`src/hdl/hms_pkg.sv`:
```
`timescale 1ns / 1ps
package hms_pkg;

   localparam int GRID_SIZE = 256;
   localparam int FRAC_BITS = 8;
   localparam int SIDE      = GRID_SIZE + 1;
   localparam int DEPTH     = SIDE * SIDE;
   localparam int ADDR_W    = $clog2(DEPTH);
   localparam int IDX_W     = $clog2(SIDE);
   localparam int COORD_W   = 12;
   localparam int H_W       = 24;
   localparam int OUT_W     = 25;
   localparam int DIV_N_W   = 35;
   localparam int DIV_D_W   = 17;
   localparam int DIV_Q_W   = DIV_N_W + 1;
   localparam int DIV_STEPS = DIV_N_W;
   localparam int SLOTS     = 5;

   localparam logic [2:0] FN_WRITE = 3'd0;
   localparam logic [2:0] FN_READ  = 3'd1;
   localparam logic [2:0] FN_TRI   = 3'd2;
   localparam logic [2:0] FN_BILIN = 3'd3;
   localparam logic [2:0] FN_MORPH = 3'd4;

   localparam logic [1:0] STAT_DONE    = 2'd0;
   localparam logic [1:0] STAT_OUTSIDE = 2'd1;
   localparam logic [1:0] STAT_REJECT  = 2'd2;

   localparam logic CSR_STEP = 1'b0;
   localparam logic CSR_SPAN = 1'b1;

   localparam logic [15:0] STEP_RESET = 16'd13;
   localparam logic [22:0] SPAN_RESET = 23'd2560000;

   typedef enum logic [3:0] {
      S_CLEAR,
      S_IDLE,
      S_DECODE,
      S_READ,
      S_WAIT,
      S_LERP,
      S_MUL,
      S_DIV,
      S_WMUL,
      S_STORE,
      S_FINISH,
      S_DONE
   } state_type;

endpackage

```
`src/hdl/hms_div.sv`:
```
`timescale 1ns / 1ps
module hms_div (
   input  logic                                 clock,
   input  logic                                 reset,
   input  logic                                 start,
   input  logic signed [hms_pkg::DIV_N_W-1:0]   num,
   input  logic        [hms_pkg::DIV_D_W-1:0]   den,
   output logic                                 done,
   output logic signed [hms_pkg::DIV_Q_W-1:0]   quot
);
   import hms_pkg::*;

   logic                 busy_ff;
   logic                 done_ff;
   logic [5:0]           cnt_ff;
   logic [DIV_N_W-1:0]   mag_ff;
   logic [DIV_D_W:0]     rem_ff;
   logic [DIV_D_W-1:0]   den_ff;
   logic                 neg_ff;
   logic [DIV_D_W:0]     trial;
   logic                 fits;
   logic signed [DIV_Q_W-1:0] mag_s;

   // Restoring division on the magnitude, one quotient bit a cycle.
   always_comb begin
      trial = {rem_ff[DIV_D_W-1:0], mag_ff[DIV_N_W-1]};
      fits  = trial >= {1'b0, den_ff};
      mag_s = $signed({1'b0, mag_ff});
      // Floor division: a negative dividend with a remainder rounds one further down.
      if (neg_ff) begin
         quot = -mag_s - DIV_Q_W'(rem_ff != '0);
      end else begin
         quot = mag_s;
      end
   end

   always_ff @(posedge clock) begin
      if (reset) begin
         busy_ff <= 1'b0;
         done_ff <= 1'b0;
         cnt_ff  <= '0;
      end else begin
         done_ff <= 1'b0;
         if (start) begin
            busy_ff <= 1'b1;
            cnt_ff  <= '0;
         end else if (busy_ff) begin
            cnt_ff <= cnt_ff + 6'd1;
            if (cnt_ff == 6'(DIV_STEPS - 1)) begin
               busy_ff <= 1'b0;
               done_ff <= 1'b1;
            end
         end
      end
   end

   always_ff @(posedge clock) begin
      if (start) begin
         mag_ff <= num[DIV_N_W-1] ? DIV_N_W'(-num) : DIV_N_W'(num);
         neg_ff <= num[DIV_N_W-1];
         rem_ff <= '0;
         den_ff <= den;
      end else if (busy_ff) begin
         rem_ff <= fits ? trial - {1'b0, den_ff} : trial;
         mag_ff <= {mag_ff[DIV_N_W-2:0], fits};
      end
   end

   assign done = done_ff;

endmodule

```
`config.mk`:
```
export PLATFORM = sky130hd
export DESIGN_NAME = hms_div
export DESIGN_NICKNAME = d
export VERILOG_FILES = /design/src/hdl/hms_pkg.sv /design/src/hdl/hms_div.sv
export SDC_FILE = /design/constraint.sdc
export NUM_CORES = 1
export LEC_CHECK = 0
export ABC_AREA = 1
export BUFFER_PORTS_ARGS = -buffer_cell sky130_fd_sc_hd__buf_2
export CAP_MARGIN = 10
export CELL_PAD_IN_SITES_DETAIL_PLACEMENT = 1
export CELL_PAD_IN_SITES_GLOBAL_PLACEMENT = 2
export CORE_MARGIN = 3
export CORE_UTILIZATION = 33
export CTS_BUF_LIST = sky130_fd_sc_hd__clkbuf_4
export DETAILED_ROUTE_END_ITERATION = 10
export HOLD_SLACK_MARGIN = 0.06
export PLACE_DENSITY_LB_ADDON = 0.1
export SLEW_MARGIN = 25
export SYNTH_ARGS = -nofsm -noshare
export SYNTH_HDL_FRONTEND = slang
export SYNTH_SLANG_ARGS = --single-unit
export TNS_END_PERCENT = 20
```
`constraint.sdc`:
```
create_clock -name clock -period 3.1 [get_ports clock]
set_clock_uncertainty 0.15 [all_clocks]
set_input_delay 0.465 -clock clock [delete_from_list [all_inputs] [get_ports clock]]
set_output_delay 0.465 -clock clock [all_outputs]
set_load 0.02 [all_outputs]
```
---- Word level (Yosys, flattened, before mapping) ----
Index checks and enable logic that the tools add are counted.
cells by class
  add/sub/neg operators ................... 5
  order comparisons ....................... 1
  eq/ne operators ......................... 1
  multiplexer cells ....................... 9
  bitwise operators ....................... 1
  reductions and logical operators ........ 4
operator list
  operator                                      number
  2-to-1 mux 35 bit                             3
  2-to-1 mux 36 bit                             1
  negation 35 -> 36 bit                         1
  subtractor 36 x 1 -> 36 bit                   1
  negation 35 bit                               1
  greater-or-equal comparator 18 x 17 -> 1 bit  1
  2-to-1 mux 18 bit                             1
  nonzero test 18 bit                           1
  subtractor 18 x 17 -> 18 bit                  1
  adder 6 x 1 -> 6 bit (second input constant)  1
  == test 6 bit (second input constant)         1
  2-to-1 mux 1 bit                              4
  OR reduction 3 bit                            1
  nonzero test 2 bit                            1
  OR reduction 2 bit                            1
  NOT 1 bit                                     1
storage, ports and cells
  flip-flop bits (word level) ............. 79
  output and inout bits ................... 37

---- Longest topological paths before layout ----
Gate-level depths: netlist of run 1.
  depth after elaboration ................. 4
  mapped depth ............................ 19
  mapped depth without buffers ............ 19

---- Least setup slack after synthesis of run 1 ----
OpenSTA, ideal clock, no wires.
  kind .................................... reg2out
  start point ............................. register rem_ff[0]
  end point ............................... output quot[17] in the netlist's numbering
  data arrival time ....................... 2.508 ns
  path slack .............................. -0.023 ns
  cell stages (with the launch flop) ...... 17
  path buffers ............................ 0
  cell sequence ........................... dfxtp_1 -> nor4_1 -> nand4_1 -> nor3_1 -> ha_1 -> ha_1 -> inv_1 -> ha_1 -> nor2_1 -> nand2_1 -> nand2_1 -> nand2_1 -> nand2_1 -> nand2_1 -> nand2_1 -> xnor2_1 -> o21ai_0
between the ends
  word-level cells in the longest chain between the ends .. 3
RTL lines
  item                         RTL line       source
  from (decl)                  hms_div.sv:17  logic [DIV_D_W:0] rem_ff;
  from (signal assigned)       hms_div.sv:64  rem_ff <= fits ? trial - {1'b0, den_ff} : trial;
  nonzero test 18 bit          hms_div.sv:31  quot = -mag_s - DIV_Q_W'(rem_ff != '0);
  subtractor 36 x 1 -> 36 bit  hms_div.sv:31
  2-to-1 mux 36 bit            hms_div.sv:30  if (neg_ff) begin
  to (decl)                    hms_div.sv:9   output logic signed [hms_pkg::DIV_Q_W-1:0] quot
No other way between the ends.

---- Final worst setup path of run 1 ----
  start point ............................. register rem_ff[13]
  end point ............................... output quot[9] in the netlist's numbering
The elaborated chain is that of the path after synthesis.

==> impl_metrics.toml, run 1 <==
[floorplan]
io_pins = 92
start_util_pct = 33.9
die_h_um = 165
design.die.area_um2 = 27200
core_um2 = 24600
dieWidth_um = 165
rows = 57

[place]
port_buffers = 91
postPlaceCellArea_um2 = 9490
hpwl_um = 24900
pre_cts_slack_ns = -0.495
routabilityCongestion = 0.871

[sta]
fin_ws_ns = -0.675
tightest_slew_ns = 0.944
min_period_over_period_pct = 122
finalCriticalPeriod_ns = 3.77
rsz0062_at_grt = "true"
relSlewSlack_pct = 37.0
drv_slew = 0
setup_viol = 33
fmax_ghz = 0.265
hold_slack_ns = 0.103
hold_viol_final = 0

[logic_synthesis]
avgSynthCellArea_um2 = 6.05
synth_xor_area_share_pct = 3.46
synthSimpleGateAreaFrac_pct = 41.1
ys_ff_latch = 79
synth_top_family_by_area = "simple AND/OR/NAND/NOR gates"
ys_top_cells_by_area = "nand2_1 (21%), edfxtp_1 (19%), inv_1 (11%), ha_1 (8.7%), nand3_1 (7.9%)"
muxShareOfSynthArea_pct = 0
synth_seq_area_share_pct = 25.3
synth_nets = 1494
yosysUniqueCellTypes = 39
syn_inst = 1380
synth_compound_area_share_pct = 9.03
yosysWarnings = 0
yosys.area.top_type_share_pct = 21.2
syn_area_um2 = 8340
synth.largest_area_cell = "nand2_1"
synth_adder_area_share_pct = 8.94

[worst_setup_path]
cp.arrival_ns = 3.16
timing_worst_setup_path_type = "register to output pin"
cp.required_ns = 2.48
worst_setup_path_end_kind = "output pin"
path_max_fanout = 3
crit_path_start_kind = "register"

[clock_network]
cts_sinks = 79
cts-htree-levels = 3
cts_inserted_buffers = 9
clk_pin_slew_ns = 0.17
root_buffer = "clkbuf_4"
max-clock-path-buffers = 2
cts_tree = "built"
worstSkewPairLatency_ns = 0.47

[grt]
antenna_found_initial = 1
grt_pass1_vias = 9478
grt_max_degree = 42
grt_first_pass_wirelength_um = 47300
grt_remaining_overflow = 0
track_usage_pct = 22.0

[detailed_routing]
vias = 9067
routed_wl_um = 29600
drcViolationCount = 0
ant_nets = 0
via_per_inst = 4.85
wl_per_cell_um = 15.8
firstDrtPassIters = 4
drt_iter0_markers = 295

[final_layout]
final_common_cell = "nand2_1"
num-nets-final = 1652
seq_area_um2 = 2120
n_fill_cell = 3333
area_delta_synth_final_pct = 22.9
multiInputGateArea_um2 = 5520
most-common-layout-cells = "nand2_1 (447), inv_1 (235), nor2_1 (121)"
drive_gt1_share_pct = 16.5
stdcell_area_um2 = 10300

[power]
finalPower_w = 0.00416
vdd_drop_max_v = 0.000183
p_leak_nw = 5.41
powerDensity_nw_per_um2 = 406

[min_path]
min_path_type = "input port to register"

[flow_run]
drv_cap = 0

[outcome]
failed_checks = "negative setup slack"
status = "complete, but fails checks"
==> final timing paths <==
path                            slack [ns]    endpoint  cells after the start        from
worst max-delay path                 -0.67     quot[9]                     20  rem_ff[13]
worst min-delay path                  0.10   cnt_ff[0]                      4       reset
worst min register to register        0.37   cnt_ff[0]                      2   cnt_ff[0]
worst max register to register        0.29  rem_ff[16]                     13  mag_ff[34]
==> stage by stage <==
step           util, %  setup TNS [ns]  std cells
4_1_cts           40.9          -21.53       1864
5_1_grt           41.7          -25.31       1868
6_report          41.7          -16.72       1868
3_3_place_gp      38.6           -6.60       1825
2_1_floorplan        -        -0.00397       1380
3_5_place_dp      38.6           -9.11       1825
==> flip-flops by register name, indices dropped and copies added (netlist names) <==
signal   count
done         1
cnt_ff       6
busy_ff      1
mag_ff      35
rem_ff      18
neg_ff       1
den_ff      17
==> per-layer routing <==
metal	global-route usage (%)	share of wire [%]	vias up
li1	-	-	4683
met2	42.0	52	108
met3	1.61	1.6	43
met4	6.75	2.8	0
met5	0	0	-
met1	26.1	44	4233
==> synth_stat cells, drive strengths merged <==
cell / count
a211oi: 1
a21o: 2
a21oi: 47
and2: 3
buf: 6
clkbuf: 19
dfxtp: 26
edfxtp: 53
fa: 1
ha: 58
inv: 236
nand2: 486
nand3: 131
nand3b: 18
nand4: 14
nor2: 128
nor3: 15
nor3b: 3
nor4: 4
o211ai: 2
o21ai: 77
o21bai: 6
o22ai: 5
o31ai: 1
or2: 5
xnor2: 19
xor2: 14
==> logic make-up after synthesis <==
group	count (synthesis)
AOI/OAI and AO/OA	141
adders and majority gates	59
DFF	79
xor gates and xnor gates	33
and+or+nand+nor	807
buffers and inverters	261
==> cell type report <==
class                      instances  share of cell area (%)
multi-input combinational       1040                    53.8
inverter                         236                    8.64
tap                              324                    3.95
sequential                        79                    20.6
clock inverter                     7                   0.573
antenna                            1                  0.0244
timing repair buffer             172                    11.7
clock buffer                       9                   0.659
==> where the power goes <==
group          switching (W)  total, W  internal (W)
clock network       0.000443  0.000625      0.000182
registers          0.0000724   0.00129       0.00122
logic                0.00137   0.00224      0.000869
total                0.00189   0.00416       0.00227
==> worst max-delay path, stage by stage, from the launching register on <==
cell and delay, ns:
dfxtp_4 0.39, nor4_4 0.23, buf_4 0.14, nand4_1 0.10, nor3_2 0.17, ha_2 0.24, ha_4 0.13, inv_2 0.04
ha_4 0.16, nor2_4 0.12, nand2_2 0.06, nand2_2 0.08, nand2_2 0.06, nand2_4 0.09, buf_4 0.11, buf_4 0.09
buf_4 0.11, nand2_1 0.04, nand2_1 0.05, o22ai_1 0.10, buf_4 0.19
==> repair_timing <==
| item | 4_1_cts | 5_1_grt |
|---|---|---|
| setup endpoints to repair | 35 | 35 |
| buffers inserted | 6 | 3 |
| pin swaps | 16 | 14 |
| endpoints found under the hold margin | 17 | 0 |
| resized for setup | 75 | 46 |
| hold buffers | 17 | 0 |
Power figures use the tool's default switching activity.
==> inputs of run 2 (changes only) <==
--- a/config.mk
+++ b/config.mk
@@ -16,6 +16,7 @@
 export DETAILED_ROUTE_END_ITERATION = 10
 export HOLD_SLACK_MARGIN = 0.06
 export PLACE_DENSITY_LB_ADDON = 0.1
+export SKIP_CTS_REPAIR_TIMING = 1
 export SLEW_MARGIN = 25
 export SYNTH_ARGS = -nofsm -noshare
 export SYNTH_HDL_FRONTEND = slang
==> run 2 against run 1 <==
The run still ends with negative setup slack left. Sequential cell count unchanged. Final area shrank 1.7%. Sequential power about the same. Clock-buffer cell count is the same. Via count decreased by 0.79%. Fmax is 1.3% lower. Total power decreased by 2.5%.
==> impl_metrics.toml, run 2 (synthesis gave the netlist of run 1 again) <==
[floorplan]
die_h_um = 165
rows = 57
design.die.area_um2 = 27200
core_um2 = 24600
dieWidth_um = 165
io_pins = 92
start_util_pct = 33.9

[place]
routabilityCongestion = 0.871
numPlacedInstances = 1825
hpwl_um = 24900
port_buffers = 91

[outcome]
status = "complete, but fails checks"
failed_checks = "negative setup slack"

[worst_setup_path]
critPathBufInv = 4
crit_path_cell_trace = "nor4_4, buf_4, nand4_1, nor3_2, ha_2, ha_4, inv_2, ha_4, nor2_4, nand2_1, nand2_2, nand2_2, nand2_2, nand2_1, nand2_2, buf_4, xnor2_1, o21ai_1, buf_4"
cp.required_ns = 2.48
timing_worst_setup_path_type = "register to output pin"
worst_setup_path_end_kind = "output pin"
crit_path_frequent_cell = "nand2_2"
cp_slowest_cell = "dfxtp_2"
critPathTopFamily = "simple AND/OR/NAND/NOR gates"
crit_path_start_kind = "register"
cp.arrival_ns = 3.21
path_max_fanout = 3
slowest_delay_ns = 0.36

[power]
powerDensity_nw_per_um2 = 403
p_leak_nw = 5.33
vdd_drop_max_v = 0.000171
power.share.combinational_pct = 52.7
pwr-share-seq_pct = 31.8
power_frac_clock_pct = 15.4
internal_power_w = 0.00221
net-switching-power_w = 0.00185
p_sw_share_pct = 45.6

[sta]
finalCriticalPeriod_ns = 3.82
rsz0062_at_grt = "true"
drv_slew = 0
fin_ws_ns = -0.723
fmax_ghz = 0.262
hold_viol_final = 0
setup_viol = 33
tns_ns = -18.42
relSlewSlack_pct = 37.2
tightest_slew_ns = 0.940
min_period_over_period_pct = 123

[final_layout]
largest_register_ff_count = 35
num-nets-final = 1646
largestRegisters = "mag_ff (35), rem_ff (18), den_ff (17)"
most-common-layout-cells = "nand2_1 (452), inv_1 (235), nand3_1 (122)"
regMostFlops = "mag_ff"
drive_gt1_share_pct = 15.4
stdcell_count = 1862
final_common_cell = "nand2_1"
area_delta_synth_final_pct = 20.8

[clock_network]
root_buffer = "clkbuf_4"
max-clock-path-buffers = 2
cts_tree = "built"
cts_inserted_buffers = 9
cts_sinks = 79
worstSkewPairLatency_ns = 0.47
clk_pin_slew_ns = 0.17
cts-htree-levels = 3

[flow_run]
drv_cap = 0

[detailed_routing]
wl_met3_um = 498
routed_wl_um = 29300
wl_met2_um = 15200
drt_iter0_markers = 277
firstDrtPassIters = 4
via_per_inst = 4.83
vias = 8995
drcViolationCount = 0
wl_met1_um = 12800
wl_per_cell_um = 15.7
top_layer_used = "met4"
ant_nets = 0

[grt]
grt_max_degree = 42
grt_remaining_overflow = 0
grt_first_pass_wirelength_um = 46300
track_usage_pct = 21.7
antenna_found_initial = 1
grt_pass1_vias = 9248

[min_path]
min_path_type = "input port to register"
-- run 2: layer usage --
layer | global-route usage, % | up-vias
met5 | 0 | -
met4 | 6.33 | 0
met3 | 1.53 | 37
met2 | 41.1 | 94
met1 | 25.9 | 4189
li1 | - | 4675
-- run 2: area by class of cell --
type                    instances  area, um^2
fillers                      3352       14500
multi-input cells            1040        5430
flip-flops and latches         79        2110
repair buffers                166        1120
inverters                     236         886
well taps                     324         405
clock buffers                   9        67.6
clock inverters                 7        58.8
diodes                          1        2.50
-- run 2: through the flow --
stage	power [W]	area, um^2	hold WS (ns)	worst slack, ns	util (%)
after floorplan	0.00260	8340	0.306	-0.00397	-
after global placement	0.00328	9490	0.344	-0.412	38.6
after detailed placement	0.00331	9490	0.351	-0.495	38.6
after CTS	0.00395	9620	-0.0306	-1.04	39.1
after global routing	0.00440	10100	0.110	-0.985	41.0
final	0.00406	10100	0.104	-0.723	41.0
-- run 2: worst reg2reg max path, stage by stage, from the launching register on --
cell and delay [ns]:
edfxtp_1 0.52, inv_1 0.15, ha_1 0.26, fa_1 0.42
o21ai_2 0.25, nand2_2 0.08, nand2_2 0.11, nand2_2 0.07
nand2_2 0.09, nand2_4 0.17, nand2_8 0.19, nand2_1 0.08
nand3_1 0.10, nand2_1 0.06
-- run 2: final timing paths --
kind         startpoint          to  slack, ns  cells past startpoint
max          rem_ff[12]    quot[13]      -0.72                     19
min               reset   cnt_ff[0]       0.10                      4
max reg2reg  mag_ff[34]  rem_ff[16]       0.32                     13
min reg2reg   cnt_ff[0]   cnt_ff[0]       0.37                      2
-- run 2: power by group through the flow --
stage | registers [W] | clock network [W] | logic [W]
floorplan | 0.00128 | 0 | 0.00132
global placement | 0.00131 | 0 | 0.00196
detailed placement | 0.00132 | 0 | 0.00200
CTS | 0.00129 | 0.000654 | 0.00200
global route | 0.00130 | 0.000686 | 0.00241
finish | 0.00129 | 0.000626 | 0.00214
==> inputs of run 3 (changes only) <==
--- a/config.mk
+++ b/config.mk
@@ -6,7 +6,7 @@
 export NUM_CORES = 1
 export LEC_CHECK = 0
 export ABC_AREA = 1
-export BUFFER_PORTS_ARGS = -buffer_cell sky130_fd_sc_hd__buf_2
+export BUFFER_PORTS_ARGS = -buffer_cell sky130_fd_sc_hd__buf_4
 export CAP_MARGIN = 10
 export CELL_PAD_IN_SITES_DETAIL_PLACEMENT = 1
 export CELL_PAD_IN_SITES_GLOBAL_PLACEMENT = 2
==> run 3 against run 2 <==
The flow still finishes with violations (negative setup slack). Combinational power grew 2%. Non-clock buffer count fell by 6. Worst hold slack better by 0.029 ns. Clock power rose by 32%. Setup slack better by 0.051 ns. Largest power group unchanged.
==> impl_metrics.toml, run 3 (synthesis gave the netlist of run 1 again) <==
[outcome]
status = "complete, but fails checks"
failed_checks = "negative setup slack"

[final_layout]
regMostFlops = "mag_ff"
drive_gt1_share_pct = 14.8
area_delta_synth_final_pct = 23.1
stdcell_count = 1856
num-nets-final = 1640
stdcell_area_um2 = 10300
final_common_cell = "nand2_1"
largestRegisters = "mag_ff (35), rem_ff (18), den_ff (17)"
most-common-layout-cells = "nand2_1 (455), inv_1 (234), buf_4 (138)"
largest_register_ff_count = 35

[clock_network]
worstSkewPairLatency_ns = 0.44
root_buffer = "clkbuf_4"
cts_inserted_buffers = 9
max-clock-path-buffers = 2
cts_sinks = 79
cts_tree = "built"
cts-htree-levels = 3
clk_pin_slew_ns = 0.15

[detailed_routing]
routed_wl_um = 29600
via_per_inst = 4.85
vias = 8994
firstDrtPassIters = 4
wl_per_cell_um = 16.0
drcViolationCount = 0
drt_iter0_markers = 230
ant_nets = 0

[grt]
track_usage_pct = 22.1
antenna_found_initial = 1
grt_pass1_vias = 9435
grt_remaining_overflow = 0
grt_max_degree = 41
grt_first_pass_wirelength_um = 47500

[worst_setup_path]
cp.required_ns = 2.48
reg2reg_slack_ns = 0.35
worst_setup_path_end_kind = "output pin"
path_max_fanout = 3
crit_path_frequent_cell = "nand2_1"
timing_worst_setup_path_type = "register to output pin"
worst_r2r_path_depth = 13
crit_start = "rem_ff[15]"
cp.arrival_ns = 3.16
r2r-end = "rem_ff[15]"
slowest_delay_ns = 0.36
crit_path_cell_trace = "nor4_2, buf_4, nand4_1, nor3_2, ha_2, ha_4, inv_2, ha_4, nor2_4, nand2_1, nand2_2, nand2_2, nand2_4, nand2_2, nand2_4, nand3_2, nand2_1, nand2_1, nand3_1, nand2_1, buf_6"
timing.critical_path.to = "quot[33]"
crit_path_start_kind = "register"
cp_slowest_cell = "dfxtp_2"
rr_startpoint = "mag_ff[34]"

[sta]
tightest_slew_ns = 0.930
hold_viol_final = 0
tns_ns = -16.87
relSlewSlack_pct = 38.0
setup_viol = 33
drv_slew = 0
finalCriticalPeriod_ns = 3.77
fmax_ghz = 0.265
rsz0062_at_grt = "true"
fin_ws_ns = -0.672
min_period_over_period_pct = 122

[floorplan]
core_um2 = 24600
design.die.area_um2 = 27200
dieWidth_um = 165
start_util_pct = 33.9
die_h_um = 165
io_pins = 92
rows = 57

[power]
vdd_drop_max_v = 0.000190
p_leak_nw = 5.38
finalPower_w = 0.00430
powerDensity_nw_per_um2 = 419

[min_path]
min_path_type = "input port to register"

[place]
hpwl_um = 25100
pre_cts_slack_ns = -0.496
port_buffers = 91
postPlaceCellArea_um2 = 9680
numPlacedInstances = 1820
routabilityCongestion = 0.882

[flow_run]
drv_cap = 0
-- run 3: where the power goes --
part	total, W	switching [W]	leakage, nW	internal [W]
Combinational	0.00218	0.00134	4.54	0.000842
Clock	0.000826	0.000415	0.0981	0.000411
Sequential	0.00129	0.0000717	0.746	0.00122
-- run 3: routing by layer --
metal / routed length, um / vias up / GRT usage [%]
li1: - / 4671 / -
met1: 13200 / 4195 / 26.5
met2: 15400 / 96 / 41.9
met3: 372 / 32 / 1.45
met4: 652 / 0 / 6.21
met5: 0 / - / 0
-- run 3: stage by stage --
stage,utilization (%),hold slack [ns]
after floorplan,-,0.306
after detailed placement,39.4,0.349
after global routing,41.8,0.114
after CTS,40.1,-0.00319
after global placement,39.3,0.344
final,41.8,0.133
-- run 3: area by class of cell --
| class | instances | area [um^2] |
|---|---|---|
| Timing Repair Buffer | 160 | 1260 |
| Inverter | 236 | 888 |
| Sequential cell | 79 | 2110 |
| Antenna cell | 1 | 2.50 |
| Clock buffer | 9 | 67.6 |
| Clock inverter | 7 | 120 |
| Multi-Input combinational cell | 1040 | 5410 |
| Tap cell | 324 | 405 |
| Fill cell | 3344 | 14300 |
-- run 3: worst min path at each step --
| stage | start | to | cells after the start |
|---|---|---|---|
| floorplan | rem_ff[15] | rem_ff[15] | 2 |
| global placement | cnt_ff[0] | cnt_ff[0] | 2 |
| detailed placement | cnt_ff[0] | cnt_ff[0] | 2 |
| CTS | den[2] | den_ff[2] | 1 |
| global route | reset | cnt_ff[0] | 4 |
| finish | reset | cnt_ff[0] | 4 |
-- run 3: worst max-delay path: cells and delay by family (launching register included) --
kind / cells / cell delay, ns
simple gates: 15 / 1.49
buf+inv: 3 / 0.33
flops: 1 / 0.36
fa+ha+maj: 3 / 0.53
